`config.mk`:
```
export PLATFORM = sky130hd
export DESIGN_NAME = polygon_plane_clipper_flat
export DESIGN_NICKNAME = d
export VERILOG_FILES = /design/src/rtl/ppc_pkg.sv /design/src/rtl/ppc_req_if.sv /design/src/rtl/ppc_rsp_if.sv /design/src/rtl/polygon_plane_clipper.sv /design/src/flat_wrapper.sv
export VERILOG_INCLUDE_DIRS = /design/src /design/src/rtl
export SDC_FILE = /design/constraint.sdc
export NUM_CORES = 2
export LEC_CHECK = 0
export CAP_MARGIN = 30
export CORE_MARGIN = 2
export CORE_UTILIZATION = 45
export CTS_BUF_LIST = sky130_fd_sc_hd__clkbuf_8
export CTS_CLUSTER_SIZE = 16
export DETAILED_ROUTE_END_ITERATION = 10
export DONT_BUFFER_PORTS = 1
export PLACE_DENSITY = 0.68
export SLEW_MARGIN = 20
export SYNTH_ARGS = -nofsm -noshare
export SYNTH_HDL_FRONTEND = slang
export SYNTH_SLANG_ARGS = --single-unit
export TNS_END_PERCENT = 10
```
`constraint.sdc`:
```
create_clock -name clock -period 10.6 [get_ports clock]
set_input_delay 0.53 -clock clock [delete_from_list [all_inputs] [get_ports clock]]
set_output_delay 0.53 -clock clock [all_outputs]
set_load 0.005 [all_outputs]
```
`src/rtl/polygon_plane_clipper_defines.svh`:
```
// ---------------------------------------------------------------------------
// Polygon plane clipper assertion macros
// Shared concurrent assertion forms for the clipper RTL.
// ---------------------------------------------------------------------------
`ifndef POLYGON_PLANE_CLIPPER_DEFINES_SVH
`define POLYGON_PLANE_CLIPPER_DEFINES_SVH

// A condition that must hold at every clock edge out of reset.
`define PPC_ASSERT_ALWAYS(label, clk, rst, cond) \
   label: assert property (@(posedge clk) disable iff (rst) (cond)) \
      else $error("invariant violated");

// A trigger that must be followed by a consequence in the next cycle.
`define PPC_ASSERT_NEXT(label, clk, rst, trig, cons) \
   label: assert property (@(posedge clk) disable iff (rst) (trig) |=> (cons)) \
      else $error("next-cycle check violated");

`endif

```
`src/rtl/ppc_pkg.sv`:
```
// ---------------------------------------------------------------------------
// Polygon plane clipper package
// Types, codes and fixed widths shared by the clipper and its interfaces.
// ---------------------------------------------------------------------------
package ppc_pkg;

   // Coordinate and distance width.
   localparam int COORD_W   = 16;
   localparam int NUM_AXES  = 3;
   localparam int AXIS_W    = 2;

   // Results of one input item are collected before they are sent.
   localparam int BUF_DEPTH = 4;
   localparam int BUF_IDX_W = 2;
   localparam int BUF_CNT_W = 3;

   // Emitted vertex count of a polygon saturates here.
   localparam int COUNT_W   = 6;
   localparam logic [COUNT_W-1:0] COUNT_MAX = 6'd63;

   localparam int COORD_MAX = 32767;
   localparam int COORD_MIN = -32768;

   // Configuration register indexes.
   localparam int CSR_IDX_W = 2;
   localparam int CSR_COUNT = 4;
   localparam logic [CSR_IDX_W-1:0] CSR_NORMAL_X = 2'd0;
   localparam logic [CSR_IDX_W-1:0] CSR_NORMAL_Y = 2'd1;
   localparam logic [CSR_IDX_W-1:0] CSR_NORMAL_Z = 2'd2;
   localparam logic [CSR_IDX_W-1:0] CSR_PLANE_D  = 2'd3;
   localparam logic [COORD_W-1:0]   NORMAL_Z_RESET = 16'h7FFF;

   typedef logic signed [COORD_W-1:0] coord_type;
   typedef logic [NUM_AXES-1:0][COORD_W-1:0] vec_type;

   // One collected result: a vertex or a bare end marker.
   typedef struct packed {
      logic    has_vertex;
      vec_type vert;
   } item_type;

   typedef enum logic [10:0] {
      ST_IDLE      = 11'b000_0000_0001,
      ST_DOT_MUL   = 11'b000_0000_0010,
      ST_DOT_ACC   = 11'b000_0000_0100,
      ST_DIST      = 11'b000_0000_1000,
      ST_EDGE_SEL  = 11'b000_0001_0000,
      ST_EDGE_TEST = 11'b000_0010_0000,
      ST_DIV       = 11'b000_0100_0000,
      ST_PT_MUL    = 11'b000_1000_0000,
      ST_PT_ADD    = 11'b001_0000_0000,
      ST_FINISH    = 11'b010_0000_0000,
      ST_SEND      = 11'b100_0000_0000
   } state_type;

endpackage

```
`src/rtl/ppc_req_if.sv`:
```
// ---------------------------------------------------------------------------
// Polygon plane clipper vertex channel
// Valid/ready channel that carries one input vertex per item.
// ---------------------------------------------------------------------------
interface ppc_req_if import ppc_pkg::*; ();

   logic      valid;
   logic      ready;
   coord_type vert_x;
   coord_type vert_y;
   coord_type vert_z;
   logic      last_vertex;

   modport source (output valid, output vert_x, output vert_y, output vert_z,
                   output last_vertex, input ready);
   modport sink   (input valid, input vert_x, input vert_y, input vert_z,
                   input last_vertex, output ready);

endinterface

```
`src/rtl/ppc_rsp_if.sv`:
```
// ---------------------------------------------------------------------------
// Polygon plane clipper result channel
// Valid/ready channel that carries one clipped vertex or end marker per item.
// ---------------------------------------------------------------------------
interface ppc_rsp_if import ppc_pkg::*; ();

   logic      valid;
   logic      ready;
   coord_type out_x;
   coord_type out_y;
   coord_type out_z;
   logic      has_vertex;
   logic      polygon_end;
   logic      polygon_kept;

   modport source (output valid, output out_x, output out_y, output out_z,
                   output has_vertex, output polygon_end, output polygon_kept,
                   input ready);
   modport sink   (input valid, input out_x, input out_y, input out_z,
                   input has_vertex, input polygon_end, input polygon_kept,
                   output ready);

endinterface

```
`src/rtl/polygon_plane_clipper.sv`:
```
// ---------------------------------------------------------------------------
// Polygon plane clipper
// Clips a streamed polygon against one plane, one edge at a time, with a
// single shared multiplier and a serial divider under a small sequencer.
// ---------------------------------------------------------------------------
//   Channel   Direction   Handshake      Carries
//   req_ch    in          valid/ready    vertex x/y/z, last_vertex flag
//   rsp_ch    out         valid/ready    vertex x/y/z, has_vertex, end, kept
//   csr_*     in          write enable   normal_x/y/z and plane_d
//
// Each item runs a three-step dot product on the shared multiplier, tests each
// edge it closes (0 to 2), runs the one-bit-per-cycle divider for t at each
// plane crossing and then sends the results it has collected.
// The block takes no new item until every result of the current one has left.
// A stalled result channel simply holds the sequencer in its send step.
// Reset is synchronous and returns the block to waiting for a first vertex.
// ---------------------------------------------------------------------------
`include "polygon_plane_clipper_defines.svh"

module polygon_plane_clipper import ppc_pkg::*; #(
   parameter int NORMAL_SHIFT = 15,
   parameter int T_FRAC_BITS  = 8
) (
   input  logic                 clock,
   input  logic                 reset,
   ppc_req_if.sink              req_ch,
   ppc_rsp_if.source            rsp_ch,
   input  logic                 csr_we,
   input  logic [CSR_IDX_W-1:0] csr_index,
   input  logic [COORD_W-1:0]   csr_wdata
);

   // Derived widths of the datapath.
   localparam int T_W       = T_FRAC_BITS + 1;
   localparam int MUL_A_W   = COORD_W + 1;
   localparam int MUL_B_W   = (T_FRAC_BITS + 2 > COORD_W) ? T_FRAC_BITS + 2 : COORD_W;
   localparam int PROD_W    = MUL_A_W + MUL_B_W;
   localparam int ACC_W     = PROD_W + 2;
   localparam int REM_W     = COORD_W + 1;
   localparam int DIV_CNT_W = $clog2(T_FRAC_BITS + 1);

   localparam logic signed [ACC_W-1:0] DIST_MAX = ACC_W'(COORD_MAX);
   localparam logic signed [ACC_W-1:0] DIST_MIN = ACC_W'(COORD_MIN);

   state_type                  state_ff, state_in;
   logic [COORD_W-1:0]         cfg_ff [CSR_COUNT];
   vec_type                    cur_v_ff, cur_v_in;
   logic                       last_ff, last_in;
   logic signed [ACC_W-1:0]    acc_ff, acc_in;
   logic signed [PROD_W-1:0]   prod_ff, prod_in;
   logic [AXIS_W-1:0]          axis_ff, axis_in;
   coord_type                  cur_d_ff, cur_d_in;
   vec_type                    first_v_ff, first_v_in;
   coord_type                  first_d_ff, first_d_in;
   vec_type                    prev_v_ff, prev_v_in;
   coord_type                  prev_d_ff, prev_d_in;
   logic                       have_first_ff, have_first_in;
   logic                       edge0_ff, edge0_in;
   logic                       edge1_ff, edge1_in;
   vec_type                    s_v_ff, s_v_in;
   coord_type                  s_d_ff, s_d_in;
   vec_type                    e_v_ff, e_v_in;
   coord_type                  e_d_ff, e_d_in;
   logic [REM_W-1:0]           rem_ff, rem_in;
   logic [REM_W-1:0]           den_ff, den_in;
   logic [T_W-1:0]             t_ff, t_in;
   logic [DIV_CNT_W-1:0]       div_cnt_ff, div_cnt_in;
   vec_type                    pt_v_ff, pt_v_in;
   item_type                   buf_ff [BUF_DEPTH];
   item_type                   buf_in [BUF_DEPTH];
   logic [BUF_CNT_W-1:0]       buf_cnt_ff, buf_cnt_in;
   logic [BUF_IDX_W-1:0]       rd_idx_ff, rd_idx_in;
   logic [COUNT_W-1:0]         count_ff, count_in;
   logic                       kept_ff, kept_in;

   // Datapath helpers.
   coord_type                  plane_d;
   logic signed [MUL_A_W-1:0]  mul_a;
   logic signed [MUL_B_W-1:0]  mul_b;
   logic signed [ACC_W-1:0]    dot_sh;
   coord_type                  dist_sat;
   coord_type                  sel_s;
   coord_type                  sel_e;
   logic signed [MUL_A_W-1:0]  delta;
   logic signed [MUL_A_W-1:0]  num_diff;
   logic signed [MUL_A_W-1:0]  den_diff;
   logic signed [PROD_W-1:0]   pt_off;
   logic                       s_in_side;
   logic                       e_in_side;
   logic                       div_ge;
   logic [REM_W-1:0]           rem_sub;
   logic                       send_last;
   item_type                   send_item;

   assign plane_d = $signed(cfg_ff[CSR_PLANE_D]);
   assign sel_s   = $signed(s_v_ff[axis_ff]);
   assign sel_e   = $signed(e_v_ff[axis_ff]);
   assign delta   = MUL_A_W'(sel_e) - MUL_A_W'(sel_s);

   // Plane distance: floor shift of the dot product, then saturation.
   assign dot_sh   = acc_ff >>> NORMAL_SHIFT;
   assign dist_sat = (dot_sh > DIST_MAX) ? coord_type'(COORD_MAX) :
                     (dot_sh < DIST_MIN) ? coord_type'(COORD_MIN) :
                     coord_type'(dot_sh[COORD_W-1:0]);

   // Inside tests and the magnitudes that feed the divider.
   assign s_in_side = s_d_ff >= plane_d;
   assign e_in_side = e_d_ff >= plane_d;
   assign num_diff  = MUL_A_W'(plane_d) - MUL_A_W'(s_d_ff);
   assign den_diff  = MUL_A_W'(e_d_ff) - MUL_A_W'(s_d_ff);

   // One restoring division step.
   assign div_ge  = rem_ff >= den_ff;
   assign rem_sub = div_ge ? (rem_ff - den_ff) : rem_ff;

   assign pt_off = prod_ff >>> T_FRAC_BITS;

   // Shared multiplier operand selection.
   always_comb begin
      mul_a = '0;
      mul_b = '0;
      if (state_ff == ST_DOT_MUL) begin
         mul_a = MUL_A_W'($signed(cur_v_ff[axis_ff]));
         mul_b = MUL_B_W'($signed(cfg_ff[axis_ff]));
      end else if (state_ff == ST_PT_MUL) begin
         mul_a = delta;
         mul_b = $signed(MUL_B_W'(t_ff));
      end
   end

   // Result channel is driven straight from the collected items.
   assign send_item = buf_ff[rd_idx_ff];
   assign send_last = (BUF_CNT_W'(BUF_CNT_W'(rd_idx_ff) + BUF_CNT_W'(1)) == buf_cnt_ff);

   assign req_ch.ready        = (state_ff == ST_IDLE);
   assign rsp_ch.valid        = (state_ff == ST_SEND);
   assign rsp_ch.out_x        = $signed(send_item.vert[0]);
   assign rsp_ch.out_y        = $signed(send_item.vert[1]);
   assign rsp_ch.out_z        = $signed(send_item.vert[2]);
   assign rsp_ch.has_vertex   = send_item.has_vertex;
   assign rsp_ch.polygon_end  = last_ff && send_last;
   assign rsp_ch.polygon_kept = last_ff && send_last && kept_ff;

   // Sequencer and next-state datapath.
   always_comb begin
      state_in      = state_ff;
      cur_v_in      = cur_v_ff;
      last_in       = last_ff;
      acc_in        = acc_ff;
      prod_in       = prod_ff;
      axis_in       = axis_ff;
      cur_d_in      = cur_d_ff;
      first_v_in    = first_v_ff;
      first_d_in    = first_d_ff;
      prev_v_in     = prev_v_ff;
      prev_d_in     = prev_d_ff;
      have_first_in = have_first_ff;
      edge0_in      = edge0_ff;
      edge1_in      = edge1_ff;
      s_v_in        = s_v_ff;
      s_d_in        = s_d_ff;
      e_v_in        = e_v_ff;
      e_d_in        = e_d_ff;
      rem_in        = rem_ff;
      den_in        = den_ff;
      t_in          = t_ff;
      div_cnt_in    = div_cnt_ff;
      pt_v_in       = pt_v_ff;
      buf_in        = buf_ff;
      buf_cnt_in    = buf_cnt_ff;
      rd_idx_in     = rd_idx_ff;
      count_in      = count_ff;
      kept_in       = kept_ff;

      case (state_ff)
         ST_IDLE: begin
            if (req_ch.valid) begin
               cur_v_in[0] = req_ch.vert_x;
               cur_v_in[1] = req_ch.vert_y;
               cur_v_in[2] = req_ch.vert_z;
               last_in     = req_ch.last_vertex;
               acc_in      = '0;
               axis_in     = '0;
               buf_cnt_in  = '0;
               rd_idx_in   = '0;
               state_in    = ST_DOT_MUL;
            end
         end

         ST_DOT_MUL: begin
            prod_in  = mul_a * mul_b;
            state_in = ST_DOT_ACC;
         end

         ST_DOT_ACC: begin
            acc_in = acc_ff + ACC_W'(prod_ff);
            if (axis_ff == AXIS_W'(NUM_AXES - 1)) begin
               state_in = ST_DIST;
            end else begin
               axis_in  = axis_ff + AXIS_W'(1);
               state_in = ST_DOT_MUL;
            end
         end

         // A first vertex opens a new polygon.
         ST_DIST: begin
            cur_d_in = dist_sat;
            edge0_in = have_first_ff;
            edge1_in = last_ff;
            if (!have_first_ff) begin
               first_v_in    = cur_v_ff;
               first_d_in    = dist_sat;
               count_in      = '0;
               have_first_in = 1'b1;
            end
            state_in = ST_EDGE_SEL;
         end

         // Edge from the previous vertex first, then the closing edge.
         ST_EDGE_SEL: begin
            if (edge0_ff) begin
               s_v_in   = prev_v_ff;
               s_d_in   = prev_d_ff;
               e_v_in   = cur_v_ff;
               e_d_in   = cur_d_ff;
               edge0_in = 1'b0;
               state_in = ST_EDGE_TEST;
            end else if (edge1_ff) begin
               s_v_in   = cur_v_ff;
               s_d_in   = cur_d_ff;
               e_v_in   = first_v_ff;
               e_d_in   = first_d_ff;
               edge1_in = 1'b0;
               state_in = ST_EDGE_TEST;
            end else begin
               state_in = ST_FINISH;
            end
         end

         ST_EDGE_TEST: begin
            if (s_in_side) begin
               buf_in[buf_cnt_ff[BUF_IDX_W-1:0]] = '{has_vertex: 1'b1, vert: s_v_ff};
               buf_cnt_in = buf_cnt_ff + BUF_CNT_W'(1);
               if (count_ff != COUNT_MAX) begin
                  count_in = count_ff + COUNT_W'(1);
               end
            end
            if (s_in_side != e_in_side) begin
               rem_in     = num_diff[MUL_A_W-1] ? REM_W'(-num_diff) : REM_W'(num_diff);
               den_in     = den_diff[MUL_A_W-1] ? REM_W'(-den_diff) : REM_W'(den_diff);
               t_in       = '0;
               div_cnt_in = DIV_CNT_W'(T_FRAC_BITS);
               state_in   = ST_DIV;
            end else begin
               state_in = ST_EDGE_SEL;
            end
         end

         // One quotient bit of t per cycle, most significant first.
         ST_DIV: begin
            t_in   = {t_ff[T_W-2:0], div_ge};
            rem_in = REM_W'({rem_sub, 1'b0});
            if (div_cnt_ff == '0) begin
               axis_in  = '0;
               state_in = ST_PT_MUL;
            end else begin
               div_cnt_in = div_cnt_ff - DIV_CNT_W'(1);
            end
         end

         ST_PT_MUL: begin
            prod_in  = mul_a * mul_b;
            state_in = ST_PT_ADD;
         end

         // Intersection point, one axis at a time.
         ST_PT_ADD: begin
            pt_v_in[axis_ff] = sel_s + $signed(pt_off[COORD_W-1:0]);
            if (axis_ff == AXIS_W'(NUM_AXES - 1)) begin
               buf_in[buf_cnt_ff[BUF_IDX_W-1:0]] = '{has_vertex: 1'b1, vert: pt_v_in};
               buf_cnt_in = buf_cnt_ff + BUF_CNT_W'(1);
               if (count_ff != COUNT_MAX) begin
                  count_in = count_ff + COUNT_W'(1);
               end
               state_in = ST_EDGE_SEL;
            end else begin
               axis_in  = axis_ff + AXIS_W'(1);
               state_in = ST_PT_MUL;
            end
         end

         // Close out the item; a polygon with no output still gets an end marker.
         ST_FINISH: begin
            prev_v_in = cur_v_ff;
            prev_d_in = cur_d_ff;
            if (last_ff) begin
               have_first_in = 1'b0;
               count_in      = '0;
               kept_in       = count_ff > COUNT_W'(1);
               if (buf_cnt_ff == '0) begin
                  buf_in[0]  = '{has_vertex: 1'b0, vert: '0};
                  buf_cnt_in = BUF_CNT_W'(1);
               end
               state_in = ST_SEND;
            end else if (buf_cnt_ff == '0) begin
               state_in = ST_IDLE;
            end else begin
               state_in = ST_SEND;
            end
         end

         ST_SEND: begin
            if (rsp_ch.ready) begin
               if (send_last) begin
                  state_in = ST_IDLE;
               end else begin
                  rd_idx_in = rd_idx_ff + BUF_IDX_W'(1);
               end
            end
         end

         default: begin
            state_in = ST_IDLE;
         end
      endcase
   end

   // Control state and configuration registers.
   always_ff @(posedge clock) begin
      if (reset) begin
         state_ff               <= ST_IDLE;
         have_first_ff          <= 1'b0;
         count_ff               <= '0;
         buf_cnt_ff             <= '0;
         rd_idx_ff              <= '0;
         cfg_ff[CSR_NORMAL_X]   <= '0;
         cfg_ff[CSR_NORMAL_Y]   <= '0;
         cfg_ff[CSR_NORMAL_Z]   <= NORMAL_Z_RESET;
         cfg_ff[CSR_PLANE_D]    <= '0;
      end else begin
         state_ff      <= state_in;
         have_first_ff <= have_first_in;
         count_ff      <= count_in;
         buf_cnt_ff    <= buf_cnt_in;
         rd_idx_ff     <= rd_idx_in;
         if (csr_we) begin
            cfg_ff[csr_index] <= csr_wdata;
         end
      end
   end

   // Datapath registers.
   always_ff @(posedge clock) begin
      cur_v_ff   <= cur_v_in;
      last_ff    <= last_in;
      acc_ff     <= acc_in;
      prod_ff    <= prod_in;
      axis_ff    <= axis_in;
      cur_d_ff   <= cur_d_in;
      first_v_ff <= first_v_in;
      first_d_ff <= first_d_in;
      prev_v_ff  <= prev_v_in;
      prev_d_ff  <= prev_d_in;
      edge0_ff   <= edge0_in;
      edge1_ff   <= edge1_in;
      s_v_ff     <= s_v_in;
      s_d_ff     <= s_d_in;
      e_v_ff     <= e_v_in;
      e_d_ff     <= e_d_in;
      rem_ff     <= rem_in;
      den_ff     <= den_in;
      t_ff       <= t_in;
      div_cnt_ff <= div_cnt_in;
      pt_v_ff    <= pt_v_in;
      buf_ff     <= buf_in;
      kept_ff    <= kept_in;
   end

   // The block never takes a vertex while results are still on offer.
   `PPC_ASSERT_ALWAYS(a_no_overlap, clock, reset, !(req_ch.ready && rsp_ch.valid))
   // No item ever produces more results than the collection buffer holds.
   `PPC_ASSERT_ALWAYS(a_buf_bound, clock, reset, buf_cnt_ff <= BUF_CNT_W'(BUF_DEPTH))
   // Once the end item of a polygon is taken, the block waits for a new vertex.
   `PPC_ASSERT_NEXT(a_end_idle, clock, reset, rsp_ch.valid && rsp_ch.ready && rsp_ch.polygon_end, req_ch.ready)

endmodule
```
`src/flat_wrapper.sv`:
```
// flat-port wrapper written by rule: the top's interface ports become plain ports
module polygon_plane_clipper_flat import ppc_pkg::*;
#(
   parameter int NORMAL_SHIFT = 15,
   parameter int T_FRAC_BITS  = 8
)
  (clock, reset, csr_we, csr_index, csr_wdata, req_ch_valid, req_ch_vert_x, req_ch_vert_y, req_ch_vert_z, req_ch_last_vertex, req_ch_ready, rsp_ch_valid, rsp_ch_out_x, rsp_ch_out_y, rsp_ch_out_z, rsp_ch_has_vertex, rsp_ch_polygon_end, rsp_ch_polygon_kept, rsp_ch_ready);
  ppc_req_if req_ch_i ();
  ppc_rsp_if rsp_ch_i ();
  input  logic clock;
  input  logic reset;
  input  logic csr_we;
  input  logic [CSR_IDX_W-1:0] csr_index;
  input  logic [COORD_W-1:0] csr_wdata;
  input wire logic [$bits(req_ch_i.valid)-1:0] req_ch_valid;
  input wire logic [$bits(req_ch_i.vert_x)-1:0] req_ch_vert_x;
  input wire logic [$bits(req_ch_i.vert_y)-1:0] req_ch_vert_y;
  input wire logic [$bits(req_ch_i.vert_z)-1:0] req_ch_vert_z;
  input wire logic [$bits(req_ch_i.last_vertex)-1:0] req_ch_last_vertex;
  output wire logic [$bits(req_ch_i.ready)-1:0] req_ch_ready;
  output wire logic [$bits(rsp_ch_i.valid)-1:0] rsp_ch_valid;
  output wire logic [$bits(rsp_ch_i.out_x)-1:0] rsp_ch_out_x;
  output wire logic [$bits(rsp_ch_i.out_y)-1:0] rsp_ch_out_y;
  output wire logic [$bits(rsp_ch_i.out_z)-1:0] rsp_ch_out_z;
  output wire logic [$bits(rsp_ch_i.has_vertex)-1:0] rsp_ch_has_vertex;
  output wire logic [$bits(rsp_ch_i.polygon_end)-1:0] rsp_ch_polygon_end;
  output wire logic [$bits(rsp_ch_i.polygon_kept)-1:0] rsp_ch_polygon_kept;
  input wire logic [$bits(rsp_ch_i.ready)-1:0] rsp_ch_ready;
  assign req_ch_i.valid = req_ch_valid;
  assign req_ch_i.vert_x = req_ch_vert_x;
  assign req_ch_i.vert_y = req_ch_vert_y;
  assign req_ch_i.vert_z = req_ch_vert_z;
  assign req_ch_i.last_vertex = req_ch_last_vertex;
  assign req_ch_ready = req_ch_i.ready;
  assign rsp_ch_valid = rsp_ch_i.valid;
  assign rsp_ch_out_x = rsp_ch_i.out_x;
  assign rsp_ch_out_y = rsp_ch_i.out_y;
  assign rsp_ch_out_z = rsp_ch_i.out_z;
  assign rsp_ch_has_vertex = rsp_ch_i.has_vertex;
  assign rsp_ch_polygon_end = rsp_ch_i.polygon_end;
  assign rsp_ch_polygon_kept = rsp_ch_i.polygon_kept;
  assign rsp_ch_i.ready = rsp_ch_ready;
  polygon_plane_clipper #(.NORMAL_SHIFT(NORMAL_SHIFT), .T_FRAC_BITS(T_FRAC_BITS)) u_core (.clock(clock), .reset(reset), .req_ch(req_ch_i), .rsp_ch(rsp_ch_i), .csr_we(csr_we), .csr_index(csr_index), .csr_wdata(csr_wdata));
endmodule
```
# Yosys cells after proc, flatten, opt, wreduce, memory -nomap -nowiden

Memories as Yosys holds them, arrays and structs flattened. A register that Yosys moved wholly into a read port is not among the register bits.
Cells that the tools add are included.

RAM bits: 64
Word-level logic and storage cells: 245
Memories: 1
Register bits: 708

Memories:

| memory        | words | bits a word | read ports | clocked after memory_dff | write ports | RTL line                    | RTL |
|---|---|---|---|---|---|---|---|
| u_core.cfg_ff | 4     | 16          | 2          | 1                        | 4           | polygon_plane_clipper.sv:46 | `logic [COORD_W-1:0] cfg_ff [CSR_COUNT];` |

Multiply operators: 1
Bitwise logic cells: 3
Reduce and logical (&&, ||, !) cells: 37
Order comparisons: 11
Eq/ne operators: 29
Mux-type cells: 93
Add/subtract/negate cells: 14

Operators with widths:

| cell                                           | number |
|---|---|
| 196-bit bitwise mux                            | 2 |
| 196-bit 2-to-1 mux                             | 2 |
| 147-bit case mux with 2 select lines           | 1 |
| 49-bit 2-to-1 mux                              | 5 |
| 16-bit 2-to-1 mux                              | 14 |
| 48-bit 2-to-1 mux                              | 4 |
| 49-bit case mux with 3 select lines            | 1 |
| 11-bit case mux with 11 select lines           | 1 |
| 49-bit binary-select mux with 2-bit select     | 1 |
| 49-bit demux with 2-bit select                 | 1 |
| 16-bit binary-select mux with 2-bit select     | 3 |
| 11-bit 2-to-1 mux                              | 7 |
| 35-bit case mux with 2 select lines            | 1 |
| 17-bit 2-to-1 mux                              | 4 |
| 16-bit by 16-bit subtractor with 17-bit output | 3 |
| 48-bit bitwise mux                             | 1 |
| 35-bit by 33-bit adder with 35-bit output      | 1 |
| 35-bit 2-to-1 mux                              | 1 |
| 17-bit negation                                | 2 |
| 17-bit case mux with 2 select lines            | 1 |
| 17-bit by 16-bit multiplier with 33-bit output | 1 |
| 16-bit demux with 2-bit select                 | 1 |
| 16-bit greater-or-equal comparator             | 2 |
| 6-bit 2-to-1 mux                               | 5 |
| 62 further kinds                               | 123 |

# Longest topological paths before layout

Depth in word-level cells: 8
Depth in mapped cells: 43

# Least setup slack after synthesis

OpenSTA, ideal clock, no wires.

Kind: reg2reg
From: register u_core.axis_ff[1]
To: register u_core.prod_ff[32], data pin
Arrival time: 9.955 ns
Data required time: 10.340 ns
Buffers on the path: 4
Stages on the path, launching flop included: 41
Slack: 0.385 ns
Path through: edfxtp_1 -> clkbuf_1 -> clkbuf_1 -> clkbuf_1 -> clkbuf_1 -> mux2i_1 -> o21ai_0 -> ha_1 -> fa_1 -> nor2b_1 -> o21ai_0 -> a21boi_1 -> o21ai_0 -> a21oi_1 -> a21o_1 -> a21oi_1 -> xnor2_1 -> a22oi_1 -> [... 5 more ...] -> fa_1 -> inv_1 -> fa_1 -> fa_1 -> inv_1 -> fa_1 -> ha_1 -> a21oi_1 -> nand2_1 -> inv_1 -> a311oi_1 -> o41a_1 -> a221oi_1 -> a21oi_1 -> a21o_1 -> a21oi_1 -> o21ai_1 -> xnor2_1

Word-level cells in the longest chain between the ends: 6

RTL lines:

| item                                                                 | RTL line                                                   | RTL |
|---|---|---|
| start, declared                                                      | polygon_plane_clipper.sv:51                                | `logic [AXIS_W-1:0] axis_ff, axis_in;` |
| start signal, assigned                                               | polygon_plane_clipper.sv:358                               | `axis_ff <= axis_in;` |
| 16-bit binary-select mux with 2-bit select, on equally long branches | polygon_plane_clipper.sv:97, polygon_plane_clipper.sv:96   |  |
| 16-bit 2-to-1 mux, on equally long branches                          | polygon_plane_clipper.sv:97, polygon_plane_clipper.sv:96   |  |
| 16-bit by 16-bit subtractor with 17-bit output                       | polygon_plane_clipper.sv:98                                | `assign delta = MUL_A_W'(sel_e) - MUL_A_W'(sel_s);` |
| 17-bit 2-to-1 mux                                                    | polygon_plane_clipper.sv:125                               | `end else if (state_ff == ST_PT_MUL) begin` |
| 17-bit 2-to-1 mux (*)                                                | polygon_plane_clipper.sv:122                               | `if (state_ff == ST_DOT_MUL) begin` |
| 17-bit by 16-bit multiplier with 33-bit output (*)                   | polygon_plane_clipper.sv:191, polygon_plane_clipper.sv:272 |  |
| end signal, assigned                                                 | polygon_plane_clipper.sv:357                               | `prod_ff <= prod_in;` |
| end, declared                                                        | polygon_plane_clipper.sv:50                                | `logic signed [PROD_W-1:0] prod_ff, prod_in;` |

Every way passes the cells marked *; elsewhere a longest branch is shown, timed or not. The select of a mux whose other input is x is not followed.
A chain may end at the register's enable or synchronous reset.

# Worst setup path after layout

From: register u_core.axis_ff[1]
To: register u_core.prod_ff[29], data pin

The elaborated chain is that of the path after synthesis.

==> impl_metrics.ini <==
[power_and_ir_drop]
peakVddDrop_mv = 0.1387
clockPowerShare_pct = 29.6
powerDensity_nw_per_um2 = 167.0
sw_frac_of_total_pct = 34.48
finalPower_w = 0.008999
switchingPower_w = 0.003102
p_leak_nw = 21.06
pwr-share-comb_pct = 28.9
seqPwrFrac_pct = 41.4
internal_power_w = 0.005896

[synthesis]
ys_top_cells_by_area = edfxtp_1 (46%), fa_1 (12%), ha_1 (5.8%)
netlist_area_sq_um = 48810
netlist-cell-type-count = 79
async_flop_share_pct = 0
yosysTopAreaCell = edfxtp_1
syn_inst = 4161
avgSynthCellArea_sq_um = 11.73
yosys_warnings = 0
ys_ff_latch = 771
ys_seq_area_share_pct = 46.92
synth_top_flop_cell = edfxtp_1
synth_top_area_share_pct = 45.89
synth_edf_count = 746
syn-num-nets = 4743

[detailed_routing]
num_vias = 32230
wl_met2_um = 56790
final_antenna_net_count = 0
wl_met3_um = 10140
met1_length_um = 54120
firstDrtPassIters = 6
wirelength_um = 124600
drc_errors = 0
wire_per_inst_um = 21.54
drtIter0Drc = 2946
highest_layer = met5
vias_per_cell = 5.570

[timing]
clock-skew-final_ns = 0.05782
tightest_slew_ns = 1.163
drv_slew = 0
finalCriticalPeriod_ns = 10.06
hold_slack_ns = 0.1001
slew_headroom_pct = 22.47
fmax_mhz = 99.38
hold_viol = 0
setup_viol = 0
rsz0062_at_grt = no
fin_crit_sh_pct = 94.93
fin_tns_setup_ns = 0

[setup_path]
r2r_slack_ns = 0.54
r2r_cells = 38
crit_path_end_kind = register
crit_arrival_ns = 10.64
crit_buf_inv = 6
reg2reg_to = u_core.prod_ff[29]
critPathSlowestCell = fa_1
path_common_cell = fa_1
criticalPathCategory = reg2reg
required_ns = 11.17
cp_max_fo = 49
r2r_start = u_core.axis_ff[1]
slowest_delay_ns = 0.57
cp_top_family = adder cells
startpoint_type = register

[place]
place_hpwl_um = 89150
port_buffers = 0
routabilityCongestion = 0.9117

[clocking]
clk_path_buf_depth = 3
cts_tree = yes
cts.sinks = 771
cts_root_buffer = clkbuf_8
h-tree-depth = 4
cts-buffers-inserted = 135
worstSkewPairLatency_ns = 0.85
clkTransAtPathRegs_ns = 0.06

[grt]
grt_pass1_wl_um = 191000
grt_pass1_vias = 32060
grt_overflow = 0
grt_usage_pct = 22.38
antenna_found_initial = 10
grt_max_degree = 72

[worst_hold_path]
hold_class = in2reg
min_from = csr_index[1]
hold_path_depth = 2
min_to = u_core.cfg_ff[0][5]

[final_layout]
fillers = 9354
final_layout_size_suffix_gt1_share_pct = 11.83
final_common_cell = edfxtp_1
syn2layout_area_growth_pct = 10.39
nets = 4852
seq_area_sq_um = 22910
final_util_pct = 50.20
multi_input_area_sq_um = 23710
most-common-layout-cells = edfxtp_1 (746), inv_1 (483), nor2_1 (319), nand2_1 (290), fa_1 (282)

[run]
drv_cap = 0

[die]
core_region_area_sq_um = 107400
pin_count = 125
rows = 120
start_util_pct = 45.47
die_y_um = 333.4
die_x_um = 333.4
die_area_sq_um = 111100

[outcome]
outcome = finished, final reports clean
through the flow:
step	cells	instance area [sq um]	worst slack, ns
floorplan	4161	48810	0.3853
global placement	5463	50520	0.6568
detailed placement	5466	50560	0.4143
CTS	5778	53830	0.3575
global route	5784	53880	0.02577
finish	5787	53890	0.5374
kinds of logic after synthesis:
family          synth area share (%)
mux                            8.248
xor+xnor                       2.763
simple gates                   11.72
buf+inv                        4.668
flops                          46.92
fa+ha+maj                      17.41
compound gates                 8.277
timing repair:
item,CTS,global route
resized for setup,0,2
hold endpoints to repair,136,0
hold buffers,68,0
setup buffers,0,1
setup endpoints to repair,0,6
registers in the layout, indices dropped and copies added (netlist names), 4 cells and up, named ones only:
name,count
u_core.acc_ff,35
u_core.buf_ff,193
u_core.cfg_ff,64
u_core.count_ff,6
u_core.cur_d_ff,16
u_core.cur_v_ff,48
u_core.den_ff,17
u_core.div_cnt_ff,4
u_core.e_d_ff,16
u_core.e_v_ff,48
u_core.first_d_ff,16
u_core.first_v_ff,48
u_core.prev_d_ff,16
u_core.prev_v_ff,48
u_core.prod_ff,33
u_core.pt_v_ff,48
u_core.rem_ff,17
u_core.s_d_ff,16
u_core.s_v_ff,48
u_core.state_ff,11
u_core.t_ff,9
worst reg2reg max path, delay by kind of cell, from the launching register on:
| kind | cells | cell delay, ns |
|---|---|---|
| compound gates | 13 | 2.76 |
| xor+xnor | 2 | 0.27 |
| fa+ha+maj | 8 | 3.81 |
| buf+inv | 6 | 0.86 |
| flops | 1 | 0.47 |
| mux | 1 | 0.24 |
| simple gates | 8 | 1.41 |
cells in the mapped netlist (all sizes together) (6+ instances only):
cell / instances
edfxtp: 746
inv: 439
nor2: 323
nand2: 291
fa: 282
ha: 228
a21oi: 225
o21ai: 172
mux2: 168
nor2b: 154
clkbuf: 145
and2: 115
xnor2: 107
mux2i: 76
nand2b: 62
mux4: 61
nand3: 51
xor2: 47
o21a: 44
a21o: 43
nor3: 40
a22oi: 33
dfxtp: 25
and3: 24
a31oi: 22
buf: 22
a22o: 20
nand4: 20
or2: 16
nor4: 15
or3: 13
a21boi: 12
a211oi: 10
nand4b: 10
o21bai: 10
o31ai: 9
o22ai: 7
nor3b: 6
worst max-delay path by stage:
stage	start	end	slack, ns	cells after the start
after detailed placement	u_core.axis_ff[1]	u_core.prod_ff[29]	0.41	37
final	u_core.axis_ff[1]	u_core.prod_ff[29]	0.54	38
after floorplan	u_core.axis_ff[1]	u_core.prod_ff[32]	0.39	40
after global placement	u_core.axis_ff[1]	u_core.prod_ff[29]	0.66	37
after CTS	u_core.axis_ff[1]	u_core.prod_ff[29]	0.36	37
after global routing	u_core.axis_ff[1]	u_core.prod_ff[31]	0.03	38
per-layer routing:
| metal | vias to the layer above | GRT usage [%] |
|---|---|---|
| met1 | 16080 | 31.51 |
| met4 | 4 | 7.923 |
| met2 | 1157 | 34.46 |
| met5 | - | 0 |
| li1 | 14810 | - |
| met3 | 186 | 4.564 |
final cells by class:
class,instances,share of cell area [%]
antenna,7,0.03251
sequential,771,42.51
clock inverter,108,1.330
timing repair buffer,139,2.343
inverter,439,3.063
tap,1403,3.258
clock buffer,136,3.474
multi-input combinational,2784,43.99
power groups by stage:
stage / sequential [W] / combinational, W / clock (W)
3_3_place_gp: 0.00379 / 0.00249 / 0
6_report: 0.00373 / 0.00260 / 0.00267
2_1_floorplan: 0.00369 / 0.00181 / 0
3_5_place_dp: 0.00379 / 0.00252 / 0
4_1_cts: 0.00373 / 0.00256 / 0.00272
5_1_grt: 0.00374 / 0.00283 / 0.00285
No activity file was read; power rests on OpenSTA's default activity.
